<file path="config.mk">
export PLATFORM = sky130hd
export DESIGN_NAME = utf8_stream_validator_flat
export DESIGN_NICKNAME = d
export VERILOG_FILES = /design/src/sv/utf8v_pkg.sv /design/src/sv/utf8v_ifs.sv /design/src/sv/utf8v_cfg.sv /design/src/sv/utf8v_core.sv /design/src/sv/utf8_stream_validator.sv /design/src/flat_wrapper.sv
export VERILOG_INCLUDE_DIRS = /design/src /design/src/sv
export SDC_FILE = /design/constraint.sdc
export NUM_CORES = 1
export LEC_CHECK = 0
export ABC_AREA = 1
export BUFFER_PORTS_ARGS = -buffer_cell sky130_fd_sc_hd__buf_2
export CAP_MARGIN = 30
export CORE_MARGIN = 2
export CORE_UTILIZATION = 48
export CTS_CLUSTER_DIAMETER = 200
export DETAILED_ROUTE_END_ITERATION = 6
export GPL_TIMING_DRIVEN = 0
export PLACE_DENSITY_LB_ADDON = 0.15
export SYNTH_ARGS = -nofsm -noshare
export SYNTH_HDL_FRONTEND = slang
export SYNTH_SLANG_ARGS = --single-unit
</file>
<file path="constraint.sdc">
create_clock -name clk -period 2.3 [get_ports clk]
set_input_delay 0.345 -clock clk [delete_from_list [all_inputs] [get_ports clk]]
set_output_delay 0.345 -clock clk [all_outputs]
set_load 0.02 [all_outputs]
</file>
<file path="src/sv/utf8_stream_validator_defines.svh">
// ----------------------------------------------------------------------------
// utf8_stream_validator_defines
// Assertion macros shared by the validator RTL.
// ----------------------------------------------------------------------------
`ifndef UTF8_STREAM_VALIDATOR_DEFINES_SVH
`define UTF8_STREAM_VALIDATOR_DEFINES_SVH

// same-cycle implication, disabled while reset is asserted
`define UTF8V_ASSERT_IMP(lbl, clk, rst_n, ante, cons, msg) \
	lbl: assert property (@(posedge clk) disable iff (!(rst_n)) (ante) |-> (cons)) \
		else $error(msg);

// next-cycle implication, disabled while reset is asserted
`define UTF8V_ASSERT_NXT(lbl, clk, rst_n, ante, cons, msg) \
	lbl: assert property (@(posedge clk) disable iff (!(rst_n)) (ante) |=> (cons)) \
		else $error(msg);

`endif

</file>
<file path="src/sv/utf8v_pkg.sv">
// ----------------------------------------------------------------------------
// utf8v_pkg
// Types and constants for the UTF-8 stream validator.
// ----------------------------------------------------------------------------
`timescale 1ns / 1ps

package utf8v_pkg;

	localparam int BYTE_W  = 8;
	localparam int CP_W    = 21;
	localparam int PADDR_W = 3;
	localparam int PDATA_W = 32;

	// register index, taken from paddr[2]
	typedef enum logic {
		REG_NUL_OK = 1'b0,
		REG_NONE   = 1'b1
	} reg_idx_t;

	typedef struct packed {
		logic nul_ok;
	} utf8v_cfg_t;

	// verdict produced by the core, one cycle wide
	typedef struct packed {
		logic valid;
		logic string_valid;
	} utf8v_res_t;

endpackage

</file>
<file path="src/sv/utf8v_ifs.sv">
// ----------------------------------------------------------------------------
// utf8v_ifs
// Valid/ready channels: input bytes and string verdicts.
// ----------------------------------------------------------------------------
`timescale 1ns / 1ps

interface utf8v_byte_if
	import utf8v_pkg::*;
();
	logic              valid;
	logic              ready;
	logic [BYTE_W-1:0] data_byte;
	logic              has_byte;
	logic              end_of_string;

	modport source (output valid, output data_byte, output has_byte,
		output end_of_string, input ready);
	modport sink (input valid, input data_byte, input has_byte,
		input end_of_string, output ready);
endinterface

interface utf8v_verdict_if;
	logic valid;
	logic ready;
	logic string_valid;

	modport source (output valid, output string_valid, input ready);
	modport sink (input valid, input string_valid, output ready);
endinterface

</file>
<file path="src/sv/utf8v_cfg.sv">
// ----------------------------------------------------------------------------
// utf8v_cfg
// APB register file: the nul_ok control bit.
// ----------------------------------------------------------------------------
`timescale 1ns / 1ps

module utf8v_cfg
	import utf8v_pkg::*;
(
	input  logic               clk,
	input  logic               arst_n,
	input  logic               psel,
	input  logic               penable,
	input  logic               pwrite,
	input  logic [PADDR_W-1:0] paddr,
	input  logic [PDATA_W-1:0] pwdata,
	output logic [PDATA_W-1:0] prdata,
	output logic               pready,
	output utf8v_cfg_t         cfg
);

	logic     nul_ok_q;
	reg_idx_t idx;
	logic     wr_en;

	assign idx    = reg_idx_t'(paddr[2]);
	assign wr_en  = psel && penable && pwrite;
	assign pready = 1'b1;

	always_ff @(posedge clk or negedge arst_n) begin
		if (!arst_n) begin
			nul_ok_q <= 1'b0;
		end else if (wr_en && (idx == REG_NUL_OK)) begin
			nul_ok_q <= pwdata[0];
		end
	end

	always_comb begin
		prdata = '0;
		unique case (idx)
			REG_NUL_OK: prdata = {{(PDATA_W-1){1'b0}}, nul_ok_q};
			REG_NONE:   prdata = '0;
			default:    prdata = '0;
		endcase
	end

	assign cfg.nul_ok = nul_ok_q;

endmodule

</file>
<file path="src/sv/utf8v_core.sv">
// ----------------------------------------------------------------------------
// utf8v_core
// Input register and per-string decode state; one byte checked per cycle unless an end item is held.
// ----------------------------------------------------------------------------
`timescale 1ns / 1ps

module utf8v_core
	import utf8v_pkg::*;
(
	input  logic       clk,
	input  logic       arst_n,
	input  utf8v_cfg_t cfg,
	utf8v_byte_if.sink bytes,
	input  logic       res_stall,
	output utf8v_res_t res
);

	localparam logic [2:0] LEN_NONE = 3'd0;
	localparam logic [2:0] LEN_2    = 3'd2;
	localparam logic [2:0] LEN_3    = 3'd3;
	localparam logic [2:0] LEN_4    = 3'd4;
	localparam logic [CP_W-1:0] CP_MAX = 21'h10FFFF;

	// input stage
	logic              valid_s1;
	logic [BYTE_W-1:0] byte_s1;
	logic              has_s1;
	logic              eos_s1;
	logic              adv;

	// string state
	logic [1:0]      rem_q, rem_n;
	logic [2:0]      len_q, len_n;
	logic [CP_W-1:0] cp_q, cp_n;
	logic            err_q, err_n;

	logic [CP_W-1:0] cp_acc;
	logic [1:0]      rem_dec;

	// an end item waits here while the output register is still full
	assign adv         = valid_s1 && !(eos_s1 && res_stall);
	assign bytes.ready = !valid_s1 || adv;

	always_ff @(posedge clk or negedge arst_n) begin
		if (!arst_n) begin
			valid_s1 <= 1'b0;
		end else if (bytes.ready) begin
			valid_s1 <= bytes.valid;
		end
	end

	always_ff @(posedge clk) begin
		if (bytes.ready && bytes.valid) begin
			byte_s1 <= bytes.data_byte;
			has_s1  <= bytes.has_byte;
			eos_s1  <= bytes.end_of_string;
		end
	end

	function automatic logic cp_ok(input logic [CP_W-1:0] cp, input logic [2:0] len,
			input logic nul_ok);
		logic ok;
		ok = 1'b0;
		unique case (len)
			LEN_2:   ok = (cp >= 21'h80 && cp <= 21'h7FF) || (cp == '0 && nul_ok);
			LEN_3:   ok = (cp >= 21'h800 && cp <= 21'hFFFF);
			LEN_4:   ok = (cp >= 21'h10000 && cp <= CP_MAX);
			default: ok = 1'b0;
		endcase
		if (cp > CP_MAX || cp[CP_W-1:11] == 10'h01B)
			ok = 1'b0;
		return ok;
	endfunction

	assign cp_acc  = {cp_q[CP_W-7:0], byte_s1[5:0]};
	assign rem_dec = rem_q - 2'd1;

	always_comb begin
		rem_n = rem_q;
		len_n = len_q;
		cp_n  = cp_q;
		err_n = err_q;
		if (has_s1 && !err_q) begin
			if (rem_q == 2'd0) begin
				unique casez (byte_s1)
					8'b0???????: begin
						if (byte_s1 == '0 && !cfg.nul_ok)
							err_n = 1'b1;
					end
					8'b110?????: begin
						len_n = LEN_2;
						cp_n  = {{(CP_W-5){1'b0}}, byte_s1[4:0]};
						rem_n = 2'd1;
					end
					8'b1110????: begin
						len_n = LEN_3;
						cp_n  = {{(CP_W-4){1'b0}}, byte_s1[3:0]};
						rem_n = 2'd2;
					end
					8'b11110???: begin
						len_n = LEN_4;
						cp_n  = {{(CP_W-3){1'b0}}, byte_s1[2:0]};
						rem_n = 2'd3;
					end
					default: err_n = 1'b1;
				endcase
			end else if (byte_s1[7:6] != 2'b10) begin
				err_n = 1'b1;
			end else begin
				cp_n  = cp_acc;
				rem_n = rem_dec;
				if (rem_dec == 2'd0) begin
					if (!cp_ok(cp_acc, len_q, cfg.nul_ok)) begin
						err_n = 1'b1;
					end else begin
						len_n = LEN_NONE;
						cp_n  = '0;
					end
				end
			end
			// an error drops any open sequence
			if (err_n) begin
				rem_n = 2'd0;
				len_n = LEN_NONE;
				cp_n  = '0;
			end
		end
	end

	always_ff @(posedge clk or negedge arst_n) begin
		if (!arst_n) begin
			rem_q <= 2'd0;
			len_q <= LEN_NONE;
			cp_q  <= '0;
			err_q <= 1'b0;
		end else if (adv) begin
			if (eos_s1) begin
				rem_q <= 2'd0;
				len_q <= LEN_NONE;
				cp_q  <= '0;
				err_q <= 1'b0;
			end else begin
				rem_q <= rem_n;
				len_q <= len_n;
				cp_q  <= cp_n;
				err_q <= err_n;
			end
		end
	end

	assign res.valid        = adv && eos_s1;
	assign res.string_valid = !err_n && (rem_n == 2'd0);

endmodule

</file>
<file path="src/sv/utf8_stream_validator.sv">
// ----------------------------------------------------------------------------
// utf8_stream_validator
// Streaming UTF-8 checker: at most one byte per transaction, one verdict per string.
// ----------------------------------------------------------------------------
//  channel   dir  handshake     payload
//  bytes     in   valid/ready   data_byte[7:0], has_byte, end_of_string
//  verdict   out  valid/ready   string_valid
//  apb       in   psel/penable  paddr[2:0], pwdata[31:0] -> prdata[31:0]
//
//  One transaction per cycle unless an end item is held; a verdict passes the
//  input and output registers. The string-state decode loop sets that rate.
//  Reset clears nul_ok and all string state; the block is ready at once.
//  A pending verdict holds the next end item in the input register, and
//  that blocks further transactions until the verdict is taken.
// ----------------------------------------------------------------------------
`timescale 1ns / 1ps
`include "utf8_stream_validator_defines.svh"

module utf8_stream_validator
	import utf8v_pkg::*;
(
	input  logic               clk,
	input  logic               arst_n,
	utf8v_byte_if.sink         bytes,
	utf8v_verdict_if.source    verdict,
	input  logic               psel,
	input  logic               penable,
	input  logic               pwrite,
	input  logic [PADDR_W-1:0] paddr,
	input  logic [PDATA_W-1:0] pwdata,
	output logic [PDATA_W-1:0] prdata,
	output logic               pready
);

	utf8v_cfg_t cfg;
	utf8v_res_t res;
	logic       out_valid_q;
	logic       out_data_q;
	logic       res_stall;
	logic       out_hs;

	utf8v_cfg u_cfg (
		.clk     (clk),
		.arst_n  (arst_n),
		.psel    (psel),
		.penable (penable),
		.pwrite  (pwrite),
		.paddr   (paddr),
		.pwdata  (pwdata),
		.prdata  (prdata),
		.pready  (pready),
		.cfg     (cfg)
	);

	utf8v_core u_core (
		.clk       (clk),
		.arst_n    (arst_n),
		.cfg       (cfg),
		.bytes     (bytes),
		.res_stall (res_stall),
		.res       (res)
	);

	assign res_stall = out_valid_q && !verdict.ready;
	assign out_hs    = verdict.valid && verdict.ready;

	always_ff @(posedge clk or negedge arst_n) begin
		if (!arst_n) begin
			out_valid_q <= 1'b0;
		end else if (res.valid) begin
			out_valid_q <= 1'b1;
		end else if (verdict.ready) begin
			out_valid_q <= 1'b0;
		end
	end

	always_ff @(posedge clk) begin
		if (res.valid)
			out_data_q <= res.string_valid;
	end

	assign verdict.valid        = out_valid_q;
	assign verdict.string_valid = out_data_q;

	`UTF8V_ASSERT_NXT(a_res_lands, clk, arst_n, res.valid, verdict.valid, "verdict lost")
	`UTF8V_ASSERT_IMP(a_no_overwrite, clk, arst_n, res.valid, !res_stall, "verdict overwritten")
	`UTF8V_ASSERT_NXT(a_no_repeat, clk, arst_n, out_hs && !res.valid, !verdict.valid, "repeated")

endmodule
</file>
<file path="src/flat_wrapper.sv">
// flat-port wrapper written by rule: the top's interface ports become plain ports
module utf8_stream_validator_flat import utf8v_pkg::*;
  (clk, arst_n, psel, penable, pwrite, paddr, pwdata, prdata, pready, bytes_valid, bytes_data_byte, bytes_has_byte, bytes_end_of_string, bytes_ready, verdict_valid, verdict_string_valid, verdict_ready);
  utf8v_byte_if bytes_i ();
  utf8v_verdict_if verdict_i ();
  input  logic clk;
  input  logic arst_n;
  input  logic psel;
  input  logic penable;
  input  logic pwrite;
  input  logic [PADDR_W-1:0] paddr;
  input  logic [PDATA_W-1:0] pwdata;
  output logic [PDATA_W-1:0] prdata;
  output logic pready;
  input wire logic [$bits(bytes_i.valid)-1:0] bytes_valid;
  input wire logic [$bits(bytes_i.data_byte)-1:0] bytes_data_byte;
  input wire logic [$bits(bytes_i.has_byte)-1:0] bytes_has_byte;
  input wire logic [$bits(bytes_i.end_of_string)-1:0] bytes_end_of_string;
  output wire logic [$bits(bytes_i.ready)-1:0] bytes_ready;
  output wire logic [$bits(verdict_i.valid)-1:0] verdict_valid;
  output wire logic [$bits(verdict_i.string_valid)-1:0] verdict_string_valid;
  input wire logic [$bits(verdict_i.ready)-1:0] verdict_ready;
  assign bytes_i.valid = bytes_valid;
  assign bytes_i.data_byte = bytes_data_byte;
  assign bytes_i.has_byte = bytes_has_byte;
  assign bytes_i.end_of_string = bytes_end_of_string;
  assign bytes_ready = bytes_i.ready;
  assign verdict_valid = verdict_i.valid;
  assign verdict_string_valid = verdict_i.string_valid;
  assign verdict_i.ready = verdict_ready;
  utf8_stream_validator u_core (.clk(clk), .arst_n(arst_n), .bytes(bytes_i), .verdict(verdict_i), .psel(psel), .penable(penable), .pwrite(pwrite), .paddr(paddr), .pwdata(pwdata), .prdata(prdata), .pready(pready));
endmodule
</file>
Word-level counts from Yosys, hierarchy flattened:

Cells that the tools add are included.

* add/subtract/negate cells: 1
* magnitude comparators: 7
* equal/unequal tests: 10
* multiplexer cells: 41
* bitwise gates (word level): 2
* reduce and logical (&&, ||, !) cells: 36

Operators by type and width (number)
* $mux W15: 7
* $pmux W32 S2: 1
* $pmux W15 S3: 1
* $ge A21 B12 Y1 const B: 1
* $ge A21 B17 Y1 const B: 1
* $ge A21 B8 Y1 const B: 1
* $gt A21 B21 Y1 const B: 1
* $le A21 B11 Y1 const B: 1
* $le A21 B16 Y1 const B: 1
* $le A21 B21 Y1 const B: 1
* $logic_not A21 Y1: 1
* $mux W3: 7
* $mux W1: 16
* $logic_and A1 B1 Y1: 15
* $eq A10 B5 Y1 const B: 1
* $mux W2: 5
* $pmux W3 S3: 1
* $logic_not A8 Y1: 1
* $reduce_bool A4 Y1: 2
* $eq A3 B2 Y1 const B: 2
* $eq A3 B3 Y1 const B: 2
* $logic_not A1 Y1: 6
* $logic_not A2 Y1: 3
* $ne A6 B2 Y1 const B: 1
* 14 further kinds: 18

* register bits after elaboration: 35
* input port bits: 52
* output and inout bits: 36
* word-level logic and storage cells: 108

Logic depth before layout (Yosys ltp):

* depth after elaboration: 18
* mapped depth: 14
* gate-level depth less buffers: 14

Modules after synthesis:

Synthesis repeated with hierarchy kept, for this count alone.

* cells, all modules: 272
* area total of the unflattened synthesis: 2167.1 µm²

By module, submodules not included
* utf8v_core: instances 1, cells an instance 220, area each 1776.7 µm², sequential area each 850.8 µm²
* utf8v_cfg: instances 1, cells an instance 45, area each 314.1 µm², sequential area each 25.0 µm²
* utf8_stream_validator: instances 1, cells an instance 7, area each 76.3 µm², sequential area each 55.1 µm²

Least setup slack after synthesis:

Ideal clock, no wire load.

* path type: register to register
* start: register u_core.u_core.byte_s1[5]
* end: register u_core.out_data_q, in the netlist u_core.verdict.string_valid (data pin)
* library setup time: 259 ps
* arrival time: 1442 ps
* required time: 2041 ps
* setup slack: 599 ps
* cell stages (with the launch flop): 13
* path buffers: 0
* clock period less this slack: 1701 ps
* cells stage by stage: edfxtp_1 nor2_1 nand2_1 o21ai_0 nand3_1 nand3_1 nand2_1 nand2_1 nand3_1 nand2_1 a21oi_1 nand2_1 nor2_1

RTL lines
* start, declared: RTL line utf8v_core.sv:26 `logic [BYTE_W-1:0] byte_s1;`
* start signal, assigned: RTL line utf8v_core.sv:54 `byte_s1 <= bytes.data_byte;`
* end signal, assigned: RTL line utf8_stream_validator.sv:79 `out_data_q <= res.string_valid;`
* end, declared: RTL line utf8_stream_validator.sv:38 `logic out_data_q;`

==> flow_summary.toml <==
[status]
outcome = "finished clean"

[logic_synthesis]
synth_seq_cells = 35
synthesis.area_um2 = 2060
synth_edf_count = 11
syn_inst = 255
synth.avg_cell_area_um2 = 8.10
ys_async_sr_fraction_pct = 68.6
synth.distinct_cells = 28
synth_ff_type = "dfrtp_1"
synth-seq-area-share_pct = 45.1
yosys_warnings = 0

[timing]
relSlewSlack_pct = 63.0
tightest_slew_ns = 0.556
hold_violations = 0
whs_ns = 0.0445
fmax_mhz = 480
period_share_pct = 90.6
period_needed_ns = 2.08
drv_slew = 0
fin_tns_setup_ns = 0
setup_violations = 0
rsz0062_at_grt = "false"
fin_skew_ns = 0.00374

[job]
drv_cap = 0

[global_route]
grt_max_degree = 25
globalRouteTotalUtil_pct = 15.8
antenna_found_initial = 0
grt_pass1_wl_um = 6180
grt_overflow = 0
grt_pass1_vias = 1457

[clocking]
htreeDepth = 2
cts_tree = "yes"
cts_sinks = 35
worst_skew_pair.late_latency_ns = 0.28
cts_hold_buffers = 0
cts_resized = 0
cts_root_buffer = "clkbuf_8"
post_cts_buffers = 0
cts.clk_slew.worst_paths_ns = 0.07
clk_path_buf_depth = 2
cts_buffers = 5

[final_layout]
syn_to_final_growth_pct = 17.8
fill_cells = 370
fin_util_pct = 59.9
nets = 368
diodes = 0
final_cell_mix = "nand2_1, buf_4, conb_1, inv_1, nor2_1"
stdcell_area_um2 = 2430
drive_gt1_share_pct = 23.2
final_common_cell = "nand2_1"

[pwr]
p_sw_share_pct = 31.9
p_leak_nw = 1.27
vdd_drop_max_mv = 0.439
p_comb_share_pct = 25.2
p_clk_share_pct = 27.1
power.internal_mw = 1.05
p_per_area_nw_per_um2 = 633
total_power_mw = 1.54
power.switching_uw = 491
power_frac_seq_pct = 47.7

[critical_path]
path_class = "flip-flop to flip-flop"
critPathArrivalTime_ns = 2.12
crit_fanout = 8
critical_path.startpoint_type = "flip-flop"
cp-end-kind = "flip-flop"
required_ns = 2.33

[die]
die_h_um = 69.6
ios = 88
die_w_um = 69.6
row_count = 23
dieArea_um2 = 4840
start_util_pct = 50.9
coreArea_um2 = 4060

[drt]
routed_wl_um = 3640
via_per_inst = 4.53
wl_per_cell_um = 9.98
dr.first_iter.drc_count = 80
firstDrtPassIters = 4
drcViolationCount = 0
route.vias.total = 1653
antenna_left = 0

[worst_hold_path]
hp-class = "input pin to async pin"

[placed_design]
dpl.hpwl_um = 2860
numPortBuffers = 22
placed_cell_area_um2 = 2350
place.gp.congestion = 0.813
[power by group through the flow]
stage / Clock (mW) / Sequential, mW / Combinational [mW]
after floorplan: 0 / 0.743 / 0.298
after global placement: 0 / 0.745 / 0.382
after detailed placement: 0 / 0.745 / 0.385
after CTS: 0.430 / 0.733 / 0.387
after global routing: 0.460 / 0.740 / 0.435
final: 0.417 / 0.733 / 0.388
[worst paths after layout]
path | from | endpoint | slack (ns) | cells after the start
worst max register to register | u_core.u_core.byte_s1[5] | u_core.verdict.string_valid | 0.22 | 12
min in group clk | bytes_data_byte[1] | u_core.u_core.byte_s1[1] | 0.23 | 1
worst max-delay path | u_core.u_core.byte_s1[5] | u_core.verdict.string_valid | 0.22 | 12
worst min-delay path | arst_n | u_core.u_core.cp_q[2] | 0.04 | 1
worst min register to register | u_core.u_core.len_q[2] | u_core.u_core.len_q[2] | 0.48 | 2
max in group asynchronous | arst_n | u_core.u_cfg.cfg | 1.88 | 1
[routing by layer]
layer / global-route usage, % / vias to the layer above / share of wire [%]
met4: 6.54 / 0 / 1.1
li1: - / 893 / -
met2: 26.1 / 53 / 48
met3: 4.51 / 4 / 6.8
met1: 19.5 / 703 / 45
met5: 0 / - / 0
[cell families (layout without fill, tap and decap cells)]
| kind of cell | Yosys count | count (layout) | share of synthesized area (%) |
|---|---|---|---|
| buffers and inverters | 67 | 97 | 18.5 |
| adder cells (fa/ha/maj) | 2 | 2 | 1.21 |
| other | 2 | 32 | 0.364 |
| flip-flops | 35 | 35 | 45.1 |
| AND/OR/NAND/NOR | 109 | 109 | 24.4 |
| AO/OA/AOI/OAI | 40 | 40 | 10.4 |
[critical path, stage by stage, from the launching register on]
cell and delay (ns):
edfxtp_1 0.46, nor2_1 0.18, nand2_1 0.06, o21ai_0 0.25, nand3_1 0.11, nand3_1 0.08
nand2_1 0.07, nand2_1 0.07, nand3_1 0.06, nand2_1 0.22, a21oi_1 0.14, nand2_1 0.09
nor2_1 0.04
[synth_stat cells (2+ instances only)]
cell,count,share of area (%)
conb_1,2,0.36
nand2_1,41,7.5
dfrtp_1,24,29
o21ai_0,18,4.4
nand3_1,20,4.8
edfxtp_1,11,16
o21ai_1,9,2.2
inv_2,3,0.55
ha_1,2,1.2
nand4_2,2,1.2
o21bai_1,2,0.73
buf_4,33,12
or2_2,2,0.61
a21oi_1,8,1.9
nor3_1,3,0.73
inv_1,29,5.3
nor2_1,26,4.7
nand4_1,10,3.0
[per-stage QoR]
step           instances  setup WS [ns]
4_1_cts              365          0.251
5_1_grt              365         0.0295
3_3_place_gp         357          0.247
6_report             365          0.216
2_1_floorplan        285          0.599
3_5_place_dp         357          0.270
[sequential cells by signal, indices dropped and copies added, names as in the netlist]
signal and flops:
u_core.u_cfg.cfg 1, u_core.u_core.byte_s1 8, u_core.u_core.cp_q 15, u_core.u_core.eos_s1 1, u_core.u_core.err_q 1, u_core.u_core.has_s1 1
u_core.u_core.len_q 3, u_core.u_core.rem_q 2, u_core.u_core.valid_s1 1, u_core.verdict.string_valid 1, u_core.verdict.valid 1
[area by class of cell]
class | instances | area, um^2 | area share [%]
repair buffers | 22 | 110 | 4.53
clock buffers | 7 | 76.3 | 3.14
inverters | 33 | 124 | 5.10
multi-input cells | 183 | 863 | 35.5
flip-flops and latches | 35 | 931 | 38.3
well taps | 50 | 62.6 | 2.57
clock inverters | 1 | 5.00 | 0.206
plain buffers | 34 | 259 | 10.7
No activity file was read; power rests on OpenSTA's default activity.
